==> src/arx_pkg.sv <==
// ----------------------------------------------------------------------------
// arx_pkg
// Shared types and constants for the ARX plant step block: payload structs,
// configuration register map, sequencer states and arithmetic widths.
// ----------------------------------------------------------------------------
package arx_pkg;

	localparam int SAMPLE_W  = 32;
	localparam int COEF_W    = 20;
	localparam int COEFN_W   = COEF_W + 1;
	localparam int PROD_W    = SAMPLE_W + COEFN_W;
	localparam int FRAC_W    = 16;
	localparam int COEF_REGS = 3;
	localparam int CFG_IDX_W = 3;
	localparam int DEAD_W    = 4;

	localparam logic signed [SAMPLE_W-1:0] Y_MAX = 32'sh7FFF_FFFF;
	localparam logic signed [SAMPLE_W-1:0] Y_MIN = 32'sh8000_0000;

	typedef logic signed [COEF_W-1:0]   coef_t;
	typedef logic signed [COEFN_W-1:0]  coefn_t;
	typedef logic signed [SAMPLE_W-1:0] sample_t;

	typedef enum logic [CFG_IDX_W-1:0] {
		CFG_A_COEF_1 = 3'd0,
		CFG_A_COEF_2 = 3'd1,
		CFG_A_COEF_3 = 3'd2,
		CFG_B_COEF_0 = 3'd3,
		CFG_B_COEF_1 = 3'd4,
		CFG_B_COEF_2 = 3'd5,
		CFG_DEAD     = 3'd6
	} cfg_idx_t;

	typedef struct packed {
		coef_t [COEF_REGS-1:0] a_coef;
		coef_t [COEF_REGS-1:0] b_coef;
		logic  [DEAD_W-1:0]    dead_time;
	} cfg_t;

	typedef struct packed {
		sample_t control_sample;
		sample_t disturbance;
	} in_item_t;

	typedef struct packed {
		sample_t plant_output;
		logic    saturated;
	} out_item_t;

	typedef enum logic [1:0] {
		ST_IDLE,
		ST_ISSUE,
		ST_DRAIN,
		ST_DONE
	} state_t;

	typedef struct packed {
		logic clear;
		logic issue;
		logic commit;
	} ctl_t;

endpackage

==> src/arx_ctrl.sv <==
// ----------------------------------------------------------------------------
// arx_ctrl
// Sequencer: takes one sample, issues one tap per cycle to the shared
// multiply-accumulate, drains its pipeline and commits the result.
// ----------------------------------------------------------------------------
module arx_ctrl import arx_pkg::*; #(
	parameter int NTAPS = 6,
	parameter int TAP_W = 3
) (
	input  logic             clk,
	input  logic             arst_n,
	input  logic             in_valid,
	input  logic             out_busy,
	output logic             in_ready,
	output ctl_t             ctl,
	output logic [TAP_W-1:0] tap
);

	state_t           state_q, state_nx;
	logic [TAP_W-1:0] tap_q, tap_nx;
	logic             drain_q, drain_nx;

	always_ff @(posedge clk or negedge arst_n) begin
		if (!arst_n) begin
			state_q <= ST_IDLE;
			tap_q   <= '0;
			drain_q <= 1'b0;
		end else begin
			state_q <= state_nx;
			tap_q   <= tap_nx;
			drain_q <= drain_nx;
		end
	end

	always_comb begin
		state_nx = state_q;
		tap_nx   = tap_q;
		drain_nx = drain_q;
		unique case (state_q)
			ST_IDLE: begin
				tap_nx   = '0;
				drain_nx = 1'b0;
				if (in_valid)
					state_nx = ST_ISSUE;
			end
			ST_ISSUE: begin
				tap_nx = tap_q + 1'b1;
				if (tap_q == TAP_W'(NTAPS - 1))
					state_nx = ST_DRAIN;
			end
			ST_DRAIN: begin
				drain_nx = ~drain_q;
				if (drain_q)
					state_nx = ST_DONE;
			end
			ST_DONE: begin
				if (!out_busy)
					state_nx = ST_IDLE;
			end
			default: state_nx = ST_IDLE;
		endcase
	end

	always_comb begin
		in_ready   = (state_q == ST_IDLE);
		ctl.clear  = (state_q == ST_IDLE) && in_valid;
		ctl.issue  = (state_q == ST_ISSUE);
		ctl.commit = (state_q == ST_DONE) && !out_busy;
		tap        = tap_q;
	end

endmodule

==> src/arx_hist.sv <==
// ----------------------------------------------------------------------------
// arx_hist
// Sample histories and operand fetch: circular input history with valid
// bits, shifting output history, per-tap coefficient select.
// ----------------------------------------------------------------------------
module arx_hist import arx_pkg::*; #(
	parameter int INPUT_ORDER    = 3,
	parameter int FEEDBACK_ORDER = 3,
	parameter int MAX_DEAD_TIME  = 8,
	parameter int TAP_W          = 3
) (
	input  logic             clk,
	input  logic             arst_n,
	input  ctl_t             ctl,
	input  logic [TAP_W-1:0] tap,
	input  cfg_t             cfg,
	input  sample_t          wr_sample,
	input  sample_t          push_sample,
	output coefn_t           coef_s1,
	output sample_t          operand_s1,
	output logic             op_vld_s1
);

	localparam int DEPTH = INPUT_ORDER + MAX_DEAD_TIME;
	localparam int PTR_W = (DEPTH > 1) ? $clog2(DEPTH) : 1;
	localparam int OFF_W = $clog2(DEPTH + 1);
	localparam int FB_W  = (FEEDBACK_ORDER > 1) ? $clog2(FEEDBACK_ORDER) : 1;

	sample_t             mem [DEPTH];
	logic [DEPTH-1:0]    valid_q;
	logic [PTR_W-1:0]    head_q, head_nx, rd_addr;
	sample_t             out_hist_q [FEEDBACK_ORDER];

	logic [OFF_W-1:0]    dly, offset, head_ext;
	logic                is_out;
	logic [TAP_W-1:0]    fb_idx, reg_idx;
	logic                in_regs;
	coef_t               raw;
	coefn_t              raw_ext, coef_nx;

	sample_t             mem_data_s1, hist_s1;
	logic                mem_vld_s1, sel_out_s1;

	assign head_nx  = (head_q == PTR_W'(DEPTH - 1)) ? '0 : head_q + 1'b1;
	assign head_ext = OFF_W'(head_q);
	assign dly      = (32'(cfg.dead_time) > MAX_DEAD_TIME) ? OFF_W'(MAX_DEAD_TIME)
	                                                        : OFF_W'(cfg.dead_time);
	assign offset   = OFF_W'(tap) + dly;
	assign rd_addr  = (head_ext >= offset) ? PTR_W'(head_ext - offset)
	                                       : PTR_W'(head_ext + OFF_W'(DEPTH) - offset);

	assign is_out  = (32'(tap) >= INPUT_ORDER);
	assign fb_idx  = tap - TAP_W'(INPUT_ORDER);
	assign reg_idx = is_out ? fb_idx : tap;
	assign in_regs = (32'(reg_idx) < COEF_REGS);

	always_comb begin
		raw = '0;
		if (in_regs)
			raw = is_out ? cfg.a_coef[reg_idx[1:0]] : cfg.b_coef[reg_idx[1:0]];
		raw_ext = {raw[COEF_W-1], raw};
		coef_nx = is_out ? -raw_ext : raw_ext;
	end

	always_ff @(posedge clk or negedge arst_n) begin
		if (!arst_n) begin
			head_q  <= '0;
			valid_q <= '0;
		end else if (ctl.clear) begin
			head_q           <= head_nx;
			valid_q[head_nx] <= 1'b1;
		end
	end

	always_ff @(posedge clk) begin
		if (ctl.clear)
			mem[head_nx] <= wr_sample;
	end

	always_ff @(posedge clk) begin
		if (ctl.issue) begin
			mem_data_s1 <= mem[rd_addr];
			mem_vld_s1  <= valid_q[rd_addr];
			hist_s1     <= out_hist_q[fb_idx[FB_W-1:0]];
			sel_out_s1  <= is_out;
			coef_s1     <= coef_nx;
		end
	end

	always_ff @(posedge clk or negedge arst_n) begin
		if (!arst_n)
			op_vld_s1 <= 1'b0;
		else
			op_vld_s1 <= ctl.issue;
	end

	always_ff @(posedge clk or negedge arst_n) begin
		if (!arst_n) begin
			for (int i = 0; i < FEEDBACK_ORDER; i++)
				out_hist_q[i] <= '0;
		end else if (ctl.commit) begin
			out_hist_q[0] <= push_sample;
			for (int i = 1; i < FEEDBACK_ORDER; i++)
				out_hist_q[i] <= out_hist_q[i-1];
		end
	end

	assign operand_s1 = sel_out_s1 ? hist_s1 : (mem_vld_s1 ? mem_data_s1 : '0);

endmodule

==> src/arx_mac.sv <==
// ----------------------------------------------------------------------------
// arx_mac
// Shared multiply-accumulate with registered product, followed by the
// floor shift, disturbance add and 32-bit saturation.
// ----------------------------------------------------------------------------
module arx_mac import arx_pkg::*; #(
	parameter int NTAPS = 6
) (
	input  logic      clk,
	input  logic      arst_n,
	input  ctl_t      ctl,
	input  sample_t   disturbance,
	input  coefn_t    coef_s1,
	input  sample_t   operand_s1,
	input  logic      op_vld_s1,
	output out_item_t result
);

	localparam int ACC_W = PROD_W + $clog2(NTAPS);
	localparam int SH_W  = ACC_W - FRAC_W;
	localparam int SUM_W = SH_W + 1;

	logic signed [PROD_W-1:0] prod_s2;
	logic                     prod_vld_s2;
	logic signed [ACC_W-1:0]  acc_q;
	sample_t                  dist_q;
	logic signed [SH_W-1:0]   shifted;
	logic signed [SUM_W-1:0]  sum;
	logic                     sat_hi, sat_lo;

	always_ff @(posedge clk) begin
		prod_s2 <= coef_s1 * operand_s1;
		if (ctl.clear)
			dist_q <= disturbance;
	end

	always_ff @(posedge clk or negedge arst_n) begin
		if (!arst_n) begin
			prod_vld_s2 <= 1'b0;
			acc_q       <= '0;
		end else begin
			prod_vld_s2 <= op_vld_s1;
			if (ctl.clear)
				acc_q <= '0;
			else if (prod_vld_s2)
				acc_q <= acc_q + ACC_W'(prod_s2);
		end
	end

	assign shifted = SH_W'(acc_q >>> FRAC_W);
	assign sum     = SUM_W'(shifted) + SUM_W'(dist_q);
	assign sat_hi  = !sum[SUM_W-1] && (|sum[SUM_W-2:SAMPLE_W-1]);
	assign sat_lo  = sum[SUM_W-1] && !(&sum[SUM_W-2:SAMPLE_W-1]);

	always_comb begin
		result.saturated = sat_hi || sat_lo;
		priority if (sat_hi)
			result.plant_output = Y_MAX;
		else if (sat_lo)
			result.plant_output = Y_MIN;
		else
			result.plant_output = sum[SAMPLE_W-1:0];
	end

endmodule

==> src/arx_model_step.sv <==
// ----------------------------------------------------------------------------
// arx_model_step
// ARX plant simulator, one sample per transfer, on one shared
// multiply-accumulate stepped over the input and feedback taps.
//
//   channel  direction  payload                        transfer
//   in       to block   control_sample, disturbance    in_valid & in_ready
//   out      from block plant_output, saturated        out_valid & out_ready
//   cfg      to block   cfg_index, cfg_data            cfg_valid & cfg_ready
//
// An item passes through these steps in order: take the sample, issue
// each tap in turn through the single multiplier, drain its product and
// accumulate stages, and commit the result. in_ready is low while an item
// is in flight. A result waits in the output register; commit of the next
// one holds while that register is full and out_ready is low.
// Reset clears both histories, the coefficients and the dead time.
// ----------------------------------------------------------------------------
module arx_model_step import arx_pkg::*; #(
	parameter int FEEDBACK_ORDER = 3,
	parameter int INPUT_ORDER    = 3,
	parameter int MAX_DEAD_TIME  = 8
) (
	input  logic                 clk,
	input  logic                 arst_n,
	input  logic                 in_valid,
	output logic                 in_ready,
	input  in_item_t             in_data,
	output logic                 out_valid,
	input  logic                 out_ready,
	output out_item_t            out_data,
	input  logic                 cfg_valid,
	output logic                 cfg_ready,
	input  logic [CFG_IDX_W-1:0] cfg_index,
	input  logic [COEF_W-1:0]    cfg_data
);

	localparam int NTAPS = INPUT_ORDER + FEEDBACK_ORDER;
	localparam int TAP_W = $clog2(NTAPS + 1);

	cfg_t             cfg_q;
	ctl_t             ctl;
	logic [TAP_W-1:0] tap;
	logic             out_busy;
	coefn_t           coef_s1;
	sample_t          operand_s1;
	logic             op_vld_s1;
	out_item_t        result;
	out_item_t        out_q;
	logic             out_valid_q;

	assign cfg_ready = 1'b1;

	always_ff @(posedge clk or negedge arst_n) begin
		if (!arst_n) begin
			cfg_q <= '0;
		end else if (cfg_valid && cfg_ready) begin
			unique case (cfg_idx_t'(cfg_index))
				CFG_A_COEF_1: cfg_q.a_coef[0] <= cfg_data;
				CFG_A_COEF_2: cfg_q.a_coef[1] <= cfg_data;
				CFG_A_COEF_3: cfg_q.a_coef[2] <= cfg_data;
				CFG_B_COEF_0: cfg_q.b_coef[0] <= cfg_data;
				CFG_B_COEF_1: cfg_q.b_coef[1] <= cfg_data;
				CFG_B_COEF_2: cfg_q.b_coef[2] <= cfg_data;
				CFG_DEAD:     cfg_q.dead_time <= cfg_data[DEAD_W-1:0];
				default: ;
			endcase
		end
	end

	assign out_busy = out_valid_q && !out_ready;

	arx_ctrl #(
		.NTAPS (NTAPS),
		.TAP_W (TAP_W)
	) u_ctrl (
		.clk      (clk),
		.arst_n   (arst_n),
		.in_valid (in_valid),
		.out_busy (out_busy),
		.in_ready (in_ready),
		.ctl      (ctl),
		.tap      (tap)
	);

	arx_hist #(
		.INPUT_ORDER    (INPUT_ORDER),
		.FEEDBACK_ORDER (FEEDBACK_ORDER),
		.MAX_DEAD_TIME  (MAX_DEAD_TIME),
		.TAP_W          (TAP_W)
	) u_hist (
		.clk         (clk),
		.arst_n      (arst_n),
		.ctl         (ctl),
		.tap         (tap),
		.cfg         (cfg_q),
		.wr_sample   (in_data.control_sample),
		.push_sample (result.plant_output),
		.coef_s1     (coef_s1),
		.operand_s1  (operand_s1),
		.op_vld_s1   (op_vld_s1)
	);

	arx_mac #(
		.NTAPS (NTAPS)
	) u_mac (
		.clk         (clk),
		.arst_n      (arst_n),
		.ctl         (ctl),
		.disturbance (in_data.disturbance),
		.coef_s1     (coef_s1),
		.operand_s1  (operand_s1),
		.op_vld_s1   (op_vld_s1),
		.result      (result)
	);

	always_ff @(posedge clk or negedge arst_n) begin
		if (!arst_n)
			out_valid_q <= 1'b0;
		else if (ctl.commit)
			out_valid_q <= 1'b1;
		else if (out_ready)
			out_valid_q <= 1'b0;
	end

	always_ff @(posedge clk) begin
		if (ctl.commit)
			out_q <= result;
	end

	assign out_valid = out_valid_q;
	assign out_data  = out_q;

`ifndef NO_ASSERTIONS
	a_commit_busy: assert property (@(posedge clk) disable iff (!arst_n)
		ctl.commit |-> !in_ready)
		else $error("commit while sequencer idle");

	a_accept_blocks: assert property (@(posedge clk) disable iff (!arst_n)
		in_valid && in_ready |=> !in_ready)
		else $error("ready stayed high after an input transfer");

	a_out_from_commit: assert property (@(posedge clk) disable iff (!arst_n)
		$rose(out_valid) |-> $past(ctl.commit))
		else $error("output valid without commit");

	a_issue_no_clear: assert property (@(posedge clk) disable iff (!arst_n)
		ctl.issue |-> !ctl.clear && !ctl.commit)
		else $error("tap issue overlaps clear or commit");
`endif

endmodule
==> config.mk <==
export PLATFORM = sky130hd
export DESIGN_NAME = arx_model_step
export DESIGN_NICKNAME = d
export VERILOG_FILES = /design/src/arx_pkg.sv /design/src/arx_ctrl.sv /design/src/arx_hist.sv /design/src/arx_mac.sv /design/src/arx_model_step.sv
export SDC_FILE = /design/constraint.sdc
export NUM_CORES = 2
export LEC_CHECK = 0
export BUFFER_PORTS_ARGS = -buffer_cell sky130_fd_sc_hd__buf_2
export CAP_MARGIN = 30
export CORE_MARGIN = 1
export CORE_UTILIZATION = 25
export DETAILED_ROUTE_END_ITERATION = 16
export PLACE_DENSITY_LB_ADDON = 0.12
export SYNTH_ARGS = -nofsm -noshare
export SYNTH_HDL_FRONTEND = slang
export SYNTH_SLANG_ARGS = --single-unit
==> constraint.sdc <==
create_clock -name clk -period 8.9 [get_ports clk]
set_input_delay 0.89 -clock clk [delete_from_list [all_inputs] [get_ports clk]]
set_output_delay 0.89 -clock clk [all_outputs]
set_load 0.01 [all_outputs]
==> flow_metrics.tcl <==
set metrics [dict create \
    synthTopCellsByArea "edfxtp_1 24%, fa_1 21%, dfrtp_1 12%" \
    start_util 0.252 \
    cts_setup_buffers 0 \
    rows 183 \
    grt_pass1_vias 44600 \
    regArea_um2 23700 \
    start_kind "flop" \
    grt_pass1_wl_um 294000 \
    gp_congestion 0.863 \
    setup_viol 0 \
    synth.most_common_cell "inv_1" \
    syn2layout_area_growth_pct 13.6 \
    max_clock_freq_ghz 0.118 \
    drive_gt1_frac 0.124 \
    synth_async_sr_flop_share 0.350 \
    cp-end-kind "flop" \
    nets 6860 \
    coreArea_um2 250000 \
    avgViaCountPerCell 4.53 \
    cts_tree "yes" \
    synth_area_um2 63000 \
    wire_per_inst_um 21.0 \
    io_buffer_count 126 \
    fin_ws_ps 451 \
    vias 42000 \
    ant_nets 0 \
    ys_warn_count 0 \
    multi_input_area_um2 35200 \
    ys.flop_type "edfxtp_1" \
    clk_path_buf_depth 3 \
    clock_latency_ps 770 \
    hold_viol 0 \
    netlist_top_cells_count "821 x inv_1, 801 x nand2_1, 674 x fa_1" \
    finalCritPeriodShare 0.949 \
    clk_pin_slew_ps 60 \
    period_needed_ps 8450 \
    grt_usage 0.154 \
    dr.pass1.iters 5 \
    status "finished clean" \
    crit_fanout 33 \
    finClkSkew_ps 55.8 \
    synth-edff-count 504 \
    drc_errors 0 \
    h-tree-depth 3 \
    antenna_found_initial 16 \
    cts_root_buffer "clkbuf_16" \
    max_cap_violations 0 \
    tns_ps 0 \
    relSlewSlack 0.245 \
    tightest_slew_ps 1130 \
    worstSetupPathType "reg2reg" \
    post_cts_resize_count 0 \
    synth_area_leader_cell "edfxtp_1" \
    pin_count 128 \
    cts-buffers-inserted 104 \
    pre_cts_ws_ps 438 \
    routed_wl_um 195000 \
    die_x_um 504 \
    synthesis.instances 5766 \
    arrival_ps 9100 \
    gr-total-overflow 0 \
    n_fill_cell 26100 \
    cts.sinks 857 \
    critPathRequiredTime_ps 9550 \
    dpl.hpwl_um 142000 \
    ys_seq_area_frac 0.376 \
    syn_area_per_cell_um2 10.9 \
    synth.top_cell.area_share 0.240 \
    drtIter0Drc 2465 \
    die_h_um 504 \
    hold_class "in2async" \
    synthDistinctLibCells 97 \
    grt_start_max_net_pins 154 \
    rsz0062_at_grt "no" \
    fp.dieArea_um2 254000 \
    ys_seq_elements 857 \
    syn_nets 6780 \
    ctsHoldBuffers 0 \
    drv_slew 0 \
]
## flip-flops by register name, indices dropped and copies added, names as in the netlist, 32 cells and up
| register | cells |
|---|---|
| cfg_q | 124 |
| out_data | 33 |
| u_hist.hist_s1 | 32 |
| u_hist.mem | 352 |
| u_hist.mem_data_s1 | 32 |
| u_hist.out_hist_q | 96 |
| u_mac.acc_q | 56 |
| u_mac.dist_q | 32 |
| u_mac.prod_s2 | 53 |
## final cells by class
| type | instances | area share |
|---|---|---|
| multi-input combinational | 3786 | 0.492 |
| sequential | 857 | 0.331 |
| tap | 3330 | 0.0582 |
| inverter | 824 | 0.0433 |
| clock buffer | 154 | 0.0418 |
| timing repair buffer | 273 | 0.0272 |
| clock inverter | 40 | 0.00654 |
| antenna | 4 | 0.000140 |
## metrics by stage
stage,hold slack (ps),std cells,instance area (um2),utilization
6_report,234,9268,71600,0.287
3_5_place_dp,337,9069,68100,0.273
3_3_place_gp,339,9058,67900,0.272
5_1_grt,265,9265,71600,0.287
2_1_floorplan,331,5766,63000,-
4_1_cts,189,9263,71500,0.287
## placed cells by master (no fill, tap or decap), types with 16 or more instances in the layout
master,n
o31ai_1,19
dfrtp_1,298
clkbuf_1,32
ha_1,246
nand3_1,50
a211oi_1,26
o311ai_1,27
xor2_1,59
o211ai_1,19
clkbuf_8,16
or2_2,23
clkinv_2,16
o21ai_0,145
a21o_1,82
and2_1,286
o21a_1,30
mux2_2,155
mux2i_1,103
nor3_1,42
nand4_1,23
inv_1,820
buf_2,125
clkbuf_16,106
edfxtp_1,504
nor2_1,194
nor2b_1,17
nand2_1,800
a22o_1,61
a21oi_1,227
nand2b_1,21
dfxtp_1,53
o21ai_1,39
mux4_2,67
a31oi_1,18
buf_4,132
fa_1,674
xnor2_1,95
## kinds of logic (layout without fill, tap and decap cells)
logic type / Yosys count / after routing / share of synthesized area
other: 1 / 5 / 0.0000596
xor gates and xnor gates: 155 / 155 / 0.0216
and+or+nand+nor: 1550 / 1550 / 0.114
adders and majority gates: 922 / 922 / 0.264
DFF: 857 / 857 / 0.376
muxes: 326 / 326 / 0.0682
AOI/OAI and AO/OA: 832 / 832 / 0.0881
buffers and inverters: 1123 / 1291 / 0.0681
## per-layer routing
| metal | part of all wire | track usage | wire, um | vias up |
|---|---|---|---|---|
| li1 | - | - | - | 19200 |
| met1 | 0.44 | 0.200 | 85900 | 21900 |
| met2 | 0.49 | 0.261 | 96100 | 683 |
| met3 | 0.042 | 0.0275 | 8280 | 225 |
| met4 | 0.023 | 0.0391 | 4480 | 24 |
| met5 | 0.00080 | 0 | 155 | - |
## final timing paths
check / from / end / slack, ps / cells past startpoint
setup / recovery: u_hist.sel_out_s1$_DFFE_PP_ / u_mac.prod_s2[49]$_DFF_P_ / 450 / 22
hold / removal: arst_n / cfg_q[81]$_DFFE_PN0P_ / 230 / 1
setup reg to reg: u_hist.sel_out_s1$_DFFE_PP_ / u_mac.prod_s2[49]$_DFF_P_ / 450 / 22
hold reg to reg: u_hist.op_vld_s1$_DFF_PN0_ / u_mac.prod_vld_s2$_DFF_PN0_ / 350 / 0
max in group asynchronous: arst_n / u_mac.prod_vld_s2$_DFF_PN0_ / 7060 / 2
min in group clk: in_data[12] / u_mac.dist_q[12]$_DFFE_PP_ / 330 / 1
## critical path: stages, from the launching register on
cell and delay, ps:
edfxtp_1 360, buf_4 390, a22o_1 680, nand2_1 180, fa_1 560, inv_1 50
fa_1 490, inv_1 60, fa_1 530, inv_1 50, fa_1 520, fa_1 470
fa_1 530, fa_1 410, ha_1 450, nand4_1 200, nor4_1 290, o311ai_0 370
a211oi_1 560, o2111ai_1 190, a31oi_1 400, a211oi_1 220, a311o_1 350
Power is left out: the tool's default activity adds up to more than one toggle a clock period on the data nets, which glitch-free logic cannot reach.
